--- src/rtl/mftc_pkg.sv ---
// Types and constants for the MPEG-4 frame type classifier.
// No dependencies; used by the top level and its checker.
package mftc_pkg;

  // Start code values that follow the 00 00 01 prefix.
  localparam logic [7:0] SC_VOS = 8'hB0;
  localparam logic [7:0] SC_GOV = 8'hB3;
  localparam logic [7:0] SC_VOP = 8'hB6;

  // Three-byte start code prefix.
  localparam logic [23:0] SC_PREFIX = 24'h000001;

  // Reset value of the parameter frame size limit.
  localparam logic [15:0] PARAM_SIZE_RESET = 16'd1024;

  // Width of the size limit register.
  localparam int LIMIT_W = 16;

  // Key decision of the current frame.
  typedef enum logic [1:0] {
    DEC_NONE   = 2'd0,
    DEC_KEY    = 2'd1,
    DEC_NOTKEY = 2'd2
  } key_dec_t;

  // Frame type codes on the result.
  localparam logic [1:0] FT_KEY   = 2'd0;
  localparam logic [1:0] FT_DATA  = 2'd1;
  localparam logic [1:0] FT_PARAM = 2'd2;

  // One input request: a payload byte and the end-of-frame flag.
  typedef struct packed {
    logic [7:0] data_byte;
    logic       last_byte;
  } in_item_t;

  // One result request.
  typedef struct packed {
    logic [1:0] frame_kind;
    logic       vop_found;
    logic       key_found;
  } out_item_t;

endpackage

--- src/rtl/mpeg4_frame_type_classifier.sv ---
// A last byte waits in the input register until the result register is free; its
// result is then registered there and stays offered while the result is stalled.
// Throughput: one byte per cycle; the input register, the frame state and the
// result register each advance every cycle unless a last byte waits on a
// stalled result. Reset clears the frame state, empties both registers and
// loads the size limit with 1024.
// Top level of the frame type classifier; depends on mftc_pkg.
module mpeg4_frame_type_classifier #(
  parameter int LENGTH_BITS = 16
) (
  input  logic                 clk,
  input  logic                 rst,
  input  logic                 cfg_write_en,
  input  logic [15:0]          cfg_write_data,
  input  logic                 in_valid,
  output logic                 in_stall,
  input  mftc_pkg::in_item_t   in_item,
  output logic                 out_valid,
  input  logic                 out_stall,
  output mftc_pkg::out_item_t  out_item
);
  import mftc_pkg::*;

  localparam int CMP_W = (LENGTH_BITS > LIMIT_W) ? LENGTH_BITS : LIMIT_W;

  // Configuration register.
  logic [LIMIT_W-1:0] param_size_limit;

  // Input register.
  logic     s1_valid;
  in_item_t s1_item;
  logic     s1_fire;
  logic     in_accept;

  // Frame state and its next values.
  logic [23:0]            recent_bytes, recent_bytes_next;
  logic [1:0]             recent_count, recent_count_next;
  logic [LENGTH_BITS-1:0] byte_count, byte_count_next;
  logic                   vop_seen, vop_seen_next;
  key_dec_t               key_decision, key_decision_next;
  logic                   vop_type_pending, vop_type_pending_next;

  // Result computation.
  logic          start_code;
  logic          out_free;
  logic          below_limit;
  out_item_t     result;

  // The user must write the size limit only while the block is idle; the block does not enforce this.
  always_ff @(posedge clk) begin
    if (rst) begin
      param_size_limit <= PARAM_SIZE_RESET;
    end else if (cfg_write_en) begin
      param_size_limit <= cfg_write_data;
    end
  end

  // Handshake: a last byte needs a free result register, other bytes never wait.
  assign out_free  = !out_valid || !out_stall;
  assign s1_fire   = s1_valid && (!s1_item.last_byte || out_free);
  assign in_stall  = s1_valid && !s1_fire;
  assign in_accept = in_valid && !in_stall;

  // Input register.
  always_ff @(posedge clk) begin
    if (rst) begin
      s1_valid <= 1'b0;
    end else if (in_accept) begin
      s1_valid <= 1'b1;
    end else if (s1_fire) begin
      s1_valid <= 1'b0;
    end
  end

  always_ff @(posedge clk) begin
    if (in_accept) begin
      s1_item <= in_item;
    end
  end

  // Start code scan and key decision for the byte in the input register.
  always_comb begin
    start_code            = (recent_count == 2'd3) && (recent_bytes == SC_PREFIX);
    byte_count_next       = (byte_count != '1) ? byte_count + 1'b1 : byte_count;
    vop_seen_next         = vop_seen;
    key_decision_next     = key_decision;
    vop_type_pending_next = vop_type_pending;

    if (vop_type_pending) begin
      key_decision_next     = (s1_item.data_byte[7:6] == 2'b00) ? DEC_KEY : DEC_NOTKEY;
      vop_type_pending_next = 1'b0;
    end else if (start_code) begin
      if (s1_item.data_byte == SC_VOP) begin
        vop_seen_next = 1'b1;
        if (key_decision == DEC_NONE && !s1_item.last_byte) begin
          vop_type_pending_next = 1'b1;
        end
      end else if ((s1_item.data_byte == SC_VOS || s1_item.data_byte == SC_GOV) &&
                   key_decision == DEC_NONE) begin
        key_decision_next = DEC_KEY;
      end
    end

    recent_bytes_next = {recent_bytes[15:0], s1_item.data_byte};
    recent_count_next = (recent_count != 2'd3) ? recent_count + 2'd1 : recent_count;
  end

  // Frame classification from the updated state.
  always_comb begin
    below_limit = CMP_W'(byte_count_next) < CMP_W'(param_size_limit);
    if (vop_seen_next) begin
      result.frame_kind = (key_decision_next == DEC_KEY) ? FT_KEY : FT_DATA;
    end else begin
      result.frame_kind = below_limit ? FT_PARAM : FT_DATA;
    end
    result.vop_found = vop_seen_next;
    result.key_found = (key_decision_next == DEC_KEY);
  end

  // Frame state: updated per byte, cleared after the last byte.
  always_ff @(posedge clk) begin
    if (rst) begin
      recent_bytes     <= '0;
      recent_count     <= '0;
      byte_count       <= '0;
      vop_seen         <= 1'b0;
      key_decision     <= DEC_NONE;
      vop_type_pending <= 1'b0;
    end else if (s1_fire) begin
      if (s1_item.last_byte) begin
        recent_bytes     <= '0;
        recent_count     <= '0;
        byte_count       <= '0;
        vop_seen         <= 1'b0;
        key_decision     <= DEC_NONE;
        vop_type_pending <= 1'b0;
      end else begin
        recent_bytes     <= recent_bytes_next;
        recent_count     <= recent_count_next;
        byte_count       <= byte_count_next;
        vop_seen         <= vop_seen_next;
        key_decision     <= key_decision_next;
        vop_type_pending <= vop_type_pending_next;
      end
    end
  end

  // Result register.
  always_ff @(posedge clk) begin
    if (rst) begin
      out_valid <= 1'b0;
    end else if (s1_fire && s1_item.last_byte) begin
      out_valid <= 1'b1;
    end else if (!out_stall) begin
      out_valid <= 1'b0;
    end
  end

  always_ff @(posedge clk) begin
    if (s1_fire && s1_item.last_byte) begin
      out_item <= result;
    end
  end

endmodule

--- config.mk ---
export PLATFORM = sky130hd
export DESIGN_NAME = mpeg4_frame_type_classifier
export DESIGN_NICKNAME = d
export VERILOG_FILES = /design/src/rtl/mftc_pkg.sv /design/src/rtl/mpeg4_frame_type_classifier.sv
export SDC_FILE = /design/constraint.sdc
export NUM_CORES = 1
export LEC_CHECK = 0
export ABC_CLOCK_PERIOD_IN_PS = 3150
export BUFFER_PORTS_ARGS = -buffer_cell sky130_fd_sc_hd__buf_2
export CORE_AREA = 2 2 141 116
export DETAILED_ROUTE_END_ITERATION = 6
export DIE_AREA = 0 0 143 118
export GPL_TIMING_DRIVEN = 0
export PLACE_DENSITY = 0.39
export SYNTH_ARGS = -nofsm -noshare
export SYNTH_HDL_FRONTEND = slang
export SYNTH_SLANG_ARGS = --single-unit
--- constraint.sdc ---
create_clock -name clk -period 3.15 [get_ports clk]
set_input_delay 0.315 -clock clk [delete_from_list [all_inputs] [get_ports clk]]
set_output_delay 0.315 -clock clk [all_outputs]
set_load 0.01 [all_outputs]
After elaboration in Yosys (flattened, before gate mapping)
Index checks and enable logic that the tools add are counted.

word-level totals
  output and inout port bits = 6
  word-level logic and storage cells = 73
  register bits = 77
  input port bits = 30

operators by class
  reduce and logical (&&, ||, !) cells = 20
  equality and inequality tests = 9
  multiplexer cells = 27
  add/sub/neg operators = 2
  order comparisons = 1

operators with widths
  cell                   number
  $mux 16                2
  $eq 24x1->1 const B    1
  $eq 8x8->1 const B     3
  $mux 24                1
  $mux 2                 10
  $add 16x1->16 const B  1
  $lt 16x16->1           1
  $ne 16x16->1 const B   1
  $mux 1                 14
  $logic_and 1x1->1      7
  $logic_not 1->1        5
  $logic_not 2->1        2
  $reduce_bool 2->1      2
  $logic_or 1x1->1       3
  $add 2x1->2 const B    1
  $eq 2x1->1 const B     1
  $eq 2x2->1 const B     1
  $ne 2x1->1 const B     1
  $ne 2x2->1 const B     1
  $reduce_and 2->1       1

Logic depth before layout (Yosys ltp)
Gate-level depths: netlist (run 1).

  depth after elaboration = 10
  depth in mapped cells = 12
  depth with buffers taken out = 12

Worst setup path before layout (run 1)
OpenSTA, ideal clock, no wires.

  path kind = reg2reg
  start point = register byte_count[0]
  end point = register out_item[2] (netlist bit), data pin
  period minus slack after synthesis = 2916 ps
  slack = 234 ps
  required time = 2896 ps
  arrival = 2661 ps
  stages on the path, launching flop included = 12
  path buffers = 0
  library setup time = 254 ps
  cells stage by stage = dfxtp_1 ha_1 nand4_1 nor4_2 nor3_1 or2_2 ha_1 a211oi_1 nor2_1 o31ai_1 o211ai_1 o21a_1

RTL lines
  element                   line                                RTL
  start: declaration        mpeg4_frame_type_classifier.sv:38   logic [LENGTH_BITS-1:0] byte_count, byte_count_next;
  start signal: assignment  mpeg4_frame_type_classifier.sv:140  byte_count <= byte_count_next;
  end signal: assignment    mpeg4_frame_type_classifier.sv:161  out_item <= result;
  end: declaration          mpeg4_frame_type_classifier.sv:20   output mftc_pkg::out_item_t out_item

==> impl_metrics.py, run 1 <==
metrics = {
    "status": {
        "status": "finished, final reports clean",
    },
    "timing": {
        "whs_ns": 0.140,
        "worstMarginPinSlew_ns": 0.671,
        "fmax_mhz": 328,
        "setup_viol": 0,
        "tns_ns": 0,
        "drv_slew": 0,
        "hold_viol": 0,
        "fin_crit_sh_pct": 96.8,
        "skew_ns": 0.0105,
        "rsz0062_at_grt": "true",
        "fin_crit_ns": 3.05,
        "maxSlewHeadroom_pct": 55.3,
    },
    "logic_synthesis": {
        "ys_seq_elements": 77,
        "synthFlopType": "dfxtp_1",
        "async_reset_ff_share_pct": 0,
        "netlist_instances": 434,
        "synth-seq-area-share_pct": 44.2,
        "yosysUniqueCellTypes": 53,
        "syn-cell-area_mm2": 0.00379,
        "syn-mean-instance-area_um2": 8.72,
        "synth_nets": 481,
        "yosysWarnings": 0,
        "synth_edf_count": 13,
    },
    "finish": {
        "diodes": 0,
        "nets": 546,
        "fin_area_mm2": 0.00486,
        "stdcell_count": 719,
        "multiInputGateArea_mm2": 0.00207,
        "final_cell_mix": "dfxtp_1, nand2_1, a21oi_1",
        "final_common_cell": "dfxtp_1",
        "fill_cells": 1636,
        "drive_gt1_share_pct": 20.6,
        "syn2layout_area_growth_pct": 28.4,
        "regArea_mm2": 0.00168,
    },
    "floorplan": {
        "die_y_um": 118,
        "die_x_um": 143,
        "num_rows": 41,
        "die-area_mm2": 0.0169,
        "start_util_pct": 24.5,
        "io_pins": 36,
        "design.core.area_mm2": 0.0154,
    },
    "global_route": {
        "grt_overflow": 0,
        "grt_pass1_wl_um": 17100,
        "grt_usage_pct": 13.3,
        "grt_start_max_net_pins": 13,
        "grt_pass1_vias": 3100,
        "antenna_found_initial": 0,
    },
    "setup_path": {
        "crit_type": "reg -> reg",
        "setup.worst_path.start": "byte_count[0]",
        "reg2reg_slack_ns": 0.10,
        "cp-start-kind": "flop",
        "reg2reg_depth": 14,
        "crit_path_end": "out_item[2]",
        "worst_r2r_endpoint": "out_item[2]",
        "critical_path_arrival_ns": 3.15,
        "cp_max_fo": 5,
        "worst_ep_required_time_ns": 3.25,
        "end_kind": "flop",
        "timing.rr.start": "byte_count[0]",
    },
    "place": {
        "place_congestion": 0.781,
        "place_inst": 682,
        "dp.final_hpwl_um": 7660,
        "portBuffers": 33,
        "place_area_mm2": 0.00422,
    },
    "power_and_ir_drop": {
        "p_int_mw": 1.78,
        "power_leakage_nw": 1.81,
        "power_frac_seq_pct": 45.3,
        "p_comb_share_pct": 7.6,
        "powerDensity_mw_per_mm2": 477,
        "p_switching_mw": 0.541,
        "switching_share_pct": 23.3,
        "peakVddDrop_mv": 0.250,
        "p_clk_share_pct": 47.1,
    },
    "hold_path": {
        "hp-class": "in -> reg",
        "min_from": "in_item[3]",
    },
    "run": {
        "max-cap-violations": 0,
    },
    "drt": {
        "ant_nets": 0,
        "drt_pass1_iterations": 4,
        "vias_per_cell": 4.57,
        "dr.first_iter.drc_count": 302,
        "wl_per_cell_um": 15.1,
        "drc": 0,
        "via_count": 3287,
        "wirelength_um": 10800,
    },
    "clocking": {
        "cts_tree": "built",
        "clk_latency_ns": 0.35,
        "cts_root_buffer": "clkbuf_16",
        "clock_path_buffers": 2,
        "numCtsBuffers": 9,
        "h-tree-depth": 3,
        "numClockSinks": 77,
        "hold_buffers": 0,
        "clk_pin_slew_ns": 0.06,
    },
}
## repair_timing
item                                    in CTS  in global routing
setup buffers                                8                 13
endpoints found under the setup margin       2                  2
gates resized for setup                     13                 29
pin swaps                                    8                 22
## power by group through the flow
stage	Combinational (mW)	Sequential [mW]	Clock (mW)
after global placement	0.161	1.07	0
final	0.175	1.05	1.09
after CTS	0.170	1.05	1.13
after floorplan	0.102	1.07	0
after detailed placement	0.164	1.07	0
after global routing	0.198	1.05	1.16
## worst max-delay path, cell delays in order, from the launching register on
cell,delay (ns)
dfxtp_4,0.38
buf_4,0.12
nand4_1,0.18
nor3_2,0.29
nand4_1,0.12
buf_4,0.19
nor2_2,0.11
xor2_1,0.19
ha_1,0.28
nand4_1,0.12
inv_1,0.06
a221oi_2,0.30
o211ai_1,0.14
buf_4,0.17
o21a_1,0.16
## worst min path at each step
stage	to	slack [ns]	cells past startpoint
after floorplan	recent_bytes_next[0]	0.41	0
after global placement	recent_bytes[23]	0.44	2
after detailed placement	recent_bytes[16]	0.45	2
after CTS	recent_bytes_next[7]	0.13	1
after global routing	recent_bytes_next[7]	0.13	1
final	recent_bytes_next[2]	0.14	1
## flip-flops by register name (all words and copies together), names as in the netlist, 2 cells and up
| signal | cells |
|---|---|
| param_size_limit | 16 |
| recent_count | 2 |
| byte_count | 16 |
| key_decision | 2 |
| recent_bytes_next | 8 |
| out_item | 4 |
| recent_bytes | 24 |
## cells by family after synthesis
family / count (synthesis) / share of synthesized area (%)
AOI/OAI and AO/OA: 87 / 14.6
DFF: 77 / 44.2
muxes: 17 / 4.53
adders and majority gates: 17 / 5.62
and+or+nand+nor: 173 / 22.9
xor gates and xnor gates: 14 / 3.24
buffers and inverters: 49 / 4.99
## layer usage
layer  wire, µm  part of all wire (%)  vias to the layer above  GRT usage (%)
li1           -                     -                     1680              -
met1       5550                    51                     1536           19.7
met2       4670                    43                       63           18.6
met3        503                   4.6                        8           3.86
met4        104                  0.96                        0           3.16
met5          0                     0                        -              0
## synth_stat cells (5+ instances only)
| master | instances | area, µm² |
|---|---|---|
| nand3_1 | 31 | 155 |
| ha_1 | 17 | 213 |
| xor2_1 | 5 | 43.8 |
| a21oi_1 | 44 | 220 |
| a22oi_1 | 5 | 37.5 |
| o21ai_0 | 13 | 65.1 |
| nor3_1 | 7 | 35.0 |
| mux2i_1 | 16 | 160 |
| nor4_1 | 7 | 43.8 |
| dfxtp_1 | 64 | 1280 |
| nor2_1 | 38 | 143 |
| xnor2_1 | 9 | 78.8 |
| inv_1 | 25 | 93.8 |
| nand4_1 | 13 | 81.3 |
| nand2_1 | 46 | 173 |
| edfxtp_1 | 13 | 390 |
| o21a_1 | 5 | 37.5 |
| clkbuf_1 | 15 | 56.3 |
| or3_1 | 7 | 43.8 |
## metrics by stage
step | utilization [%] | total power, mW | worst slack (ns)
floorplan | - | 1.17 | 0.234
global placement | 27.3 | 1.23 | -0.466
detailed placement | 27.3 | 1.24 | -0.499
CTS | 30.1 | 2.35 | 0.00727
global route | 31.5 | 2.41 | -0.124
finish | 31.5 | 2.32 | 0.101
## cell type report
cell class / count / share of cell area [%]
Timing Repair Buffer: 54 / 6.80
Inverter: 26 / 2.01
Sequential cell: 77 / 34.6
Buffer: 23 / 2.11
Clock buffer: 15 / 5.72
Multi-Input combinational cell: 308 / 42.6
Clock inverter: 1 / 0.618
Tap cell: 215 / 5.54
(Power assumes the default switching activity.)
==> inputs of run 2 (changes only) <==
--- a/config.mk
+++ b/config.mk
@@ -12,6 +12,8 @@
 export DIE_AREA = 0 0 143 118
 export GPL_TIMING_DRIVEN = 0
 export PLACE_DENSITY = 0.39
+export SETUP_SLACK_MARGIN = 0.2
 export SYNTH_ARGS = -nofsm -noshare
 export SYNTH_HDL_FRONTEND = slang
 export SYNTH_SLANG_ARGS = --single-unit
+export TNS_END_PERCENT = 20
==> run 2 against run 1 <==
Net effect:
- via count up 0.70%
- critical endpoint unchanged
- flip-flop and latch count unchanged
- sequential power barely moved
- hold slack worse by 0.0010 ns
==> impl_metrics.py, run 2 (synthesis gave the netlist of run 1 again) <==
metrics = {
    "setup_path": {
        "cp-start-kind": "flop",
        "timing.rr.start": "byte_count[1]",
        "setup.worst_path.start": "byte_count[1]",
        "end_kind": "flop",
        "reg2reg_slack_ns": 0.11,
        "reg2reg_depth": 13,
        "worst_r2r_endpoint": "out_item[2]",
        "critical_path_arrival_ns": 3.14,
        "crit_path_end": "out_item[2]",
        "cp_max_fo": 6,
        "worst_ep_required_time_ns": 3.25,
        "crit_type": "reg -> reg",
    },
    "run": {
        "max-cap-violations": 0,
    },
    "finish": {
        "final_common_cell": "dfxtp_1",
        "utilization_pct": 31.5,
        "regArea_mm2": 0.00169,
        "fill_cells": 1626,
        "final_cell_mix": "dfxtp_1, nand2_1, a21oi_1",
        "largest_register_ffs": 24,
        "multiInputGateArea_mm2": 0.00206,
        "top_register": "recent_bytes",
        "syn2layout_area_growth_pct": 28.6,
        "nets": 546,
        "reg_top3": "recent_bytes x24, byte_count x16, param_size_limit x16",
        "diodes": 0,
        "drive_gt1_share_pct": 21.6,
    },
    "global_route": {
        "grt_pass1_vias": 3186,
        "grt_pass1_wl_um": 17400,
        "grt_usage_pct": 13.5,
        "antenna_found_initial": 0,
        "grt_start_max_net_pins": 13,
        "grt_overflow": 0,
    },
    "clocking": {
        "cts_root_buffer": "clkbuf_16",
        "numClockSinks": 77,
        "clock_path_buffers": 2,
        "clk_latency_ns": 0.35,
        "clk_pin_slew_ns": 0.06,
        "numCtsBuffers": 9,
        "h-tree-depth": 3,
        "cts_tree": "built",
    },
    "timing": {
        "rsz0062_at_grt": "true",
        "setup_viol": 0,
        "skew_ns": 0.0110,
        "fin_crit_ns": 3.04,
        "fmax_mhz": 329,
        "maxSlewHeadroom_pct": 55.0,
        "worstMarginPinSlew_ns": 0.675,
        "hold_viol": 0,
        "drv_slew": 0,
        "tns_ns": 0,
        "fin_crit_sh_pct": 96.4,
    },
    "drt": {
        "dr.first_iter.drc_count": 271,
        "drc": 0,
        "drt_pass1_iterations": 4,
        "ant_nets": 0,
        "via_count": 3310,
        "vias_per_cell": 4.60,
        "wirelength_um": 10800,
        "wl_per_cell_um": 15.1,
    },
    "power_and_ir_drop": {
        "power_leakage_nw": 1.83,
        "peakVddDrop_mv": 0.251,
        "powerDensity_mw_per_mm2": 476,
    },
    "floorplan": {
        "die-area_mm2": 0.0169,
        "io_pins": 36,
        "design.core.area_mm2": 0.0154,
        "num_rows": 41,
        "start_util_pct": 24.5,
        "die_x_um": 143,
        "die_y_um": 118,
    },
    "status": {
        "status": "finished, final reports clean",
    },
    "place": {
        "dp.final_hpwl_um": 7660,
        "portBuffers": 33,
        "place_congestion": 0.781,
    },
    "hold_path": {
        "hp-class": "in -> reg",
    },
}
run 2: cell types whose count changed in the layout (fill, tap and decap cells not counted), sizes merged:
cell | previous run | this run
clkbuf | 32 | 31
buf | 60 | 61
run 2: final cells by class:
| cell class | count | area share, % |
|---|---|---|
| clock buffer | 15 | 5.71 |
| buffer | 23 | 2.31 |
| clock inverter | 1 | 0.617 |
| sequential | 77 | 34.8 |
| tap | 215 | 5.53 |
| inverter | 26 | 2.01 |
| multi-input combinational | 308 | 42.3 |
| timing repair buffer | 54 | 6.79 |
run 2: worst max-delay path, stage by stage, from the launching register on:
cell and delay, ns:
dfxtp_4 0.37, ha_4 0.16, and4_4 0.20, nand3_2 0.09, nand4_1 0.23, buf_4 0.23, xnor2_2 0.13, ha_1 0.31
nand2_1 0.14, o21ai_1 0.13, a221oi_2 0.34, o211ai_1 0.14, buf_4 0.17, o21a_1 0.16
run 2: timing repair:
action	CTS	global route
endpoints found under the setup margin	2	2
setup buffers	17	4
pin swaps	16	13
gates resized for setup	31	17
hold buffers	0	0
run 2: report_power, final:
| part | switching, mW | internal, mW | leakage, nW | total (mW) |
|---|---|---|---|---|
| clock network | 0.412 | 0.680 | 0.150 | 1.09 |
| registers | 0.0204 | 1.03 | 0.650 | 1.05 |
| logic | 0.108 | 0.0654 | 1.03 | 0.173 |
run 2: stage by stage:
stage,cells,cell area (µm²),hold slack (ns),worst slack [ns],total power [mW]
2_1_floorplan,434,3790,0.414,0.234,1.17
3_5_place_dp,682,4220,0.448,-0.499,1.24
6_report,719,4870,0.139,0.112,2.32
4_1_cts,715,4790,0.127,0.144,2.35
5_1_grt,719,4870,0.126,-0.0383,2.41
3_3_place_gp,682,4220,0.441,-0.466,1.23
run 2: how the worst min path moves through the flow:
stage                                start                    to  cells after the start
final                           in_item[3]  recent_bytes_next[2]                      1
after global routing            in_item[8]  recent_bytes_next[7]                      1
after CTS                       in_item[8]  recent_bytes_next[7]                      1
after detailed placement  recent_bytes[16]      recent_bytes[16]                      2
after global placement    recent_bytes[23]      recent_bytes[23]                      2
after floorplan                 in_item[1]  recent_bytes_next[0]                      0
run 2: routing by layer:
metal,vias up,wire length (µm),track usage [%]
met4,0,141,3.47
met1,1562,5490,19.7
met3,10,589,4.19
met5,-,0,0
li1,1676,-,-
met2,62,4630,19.2
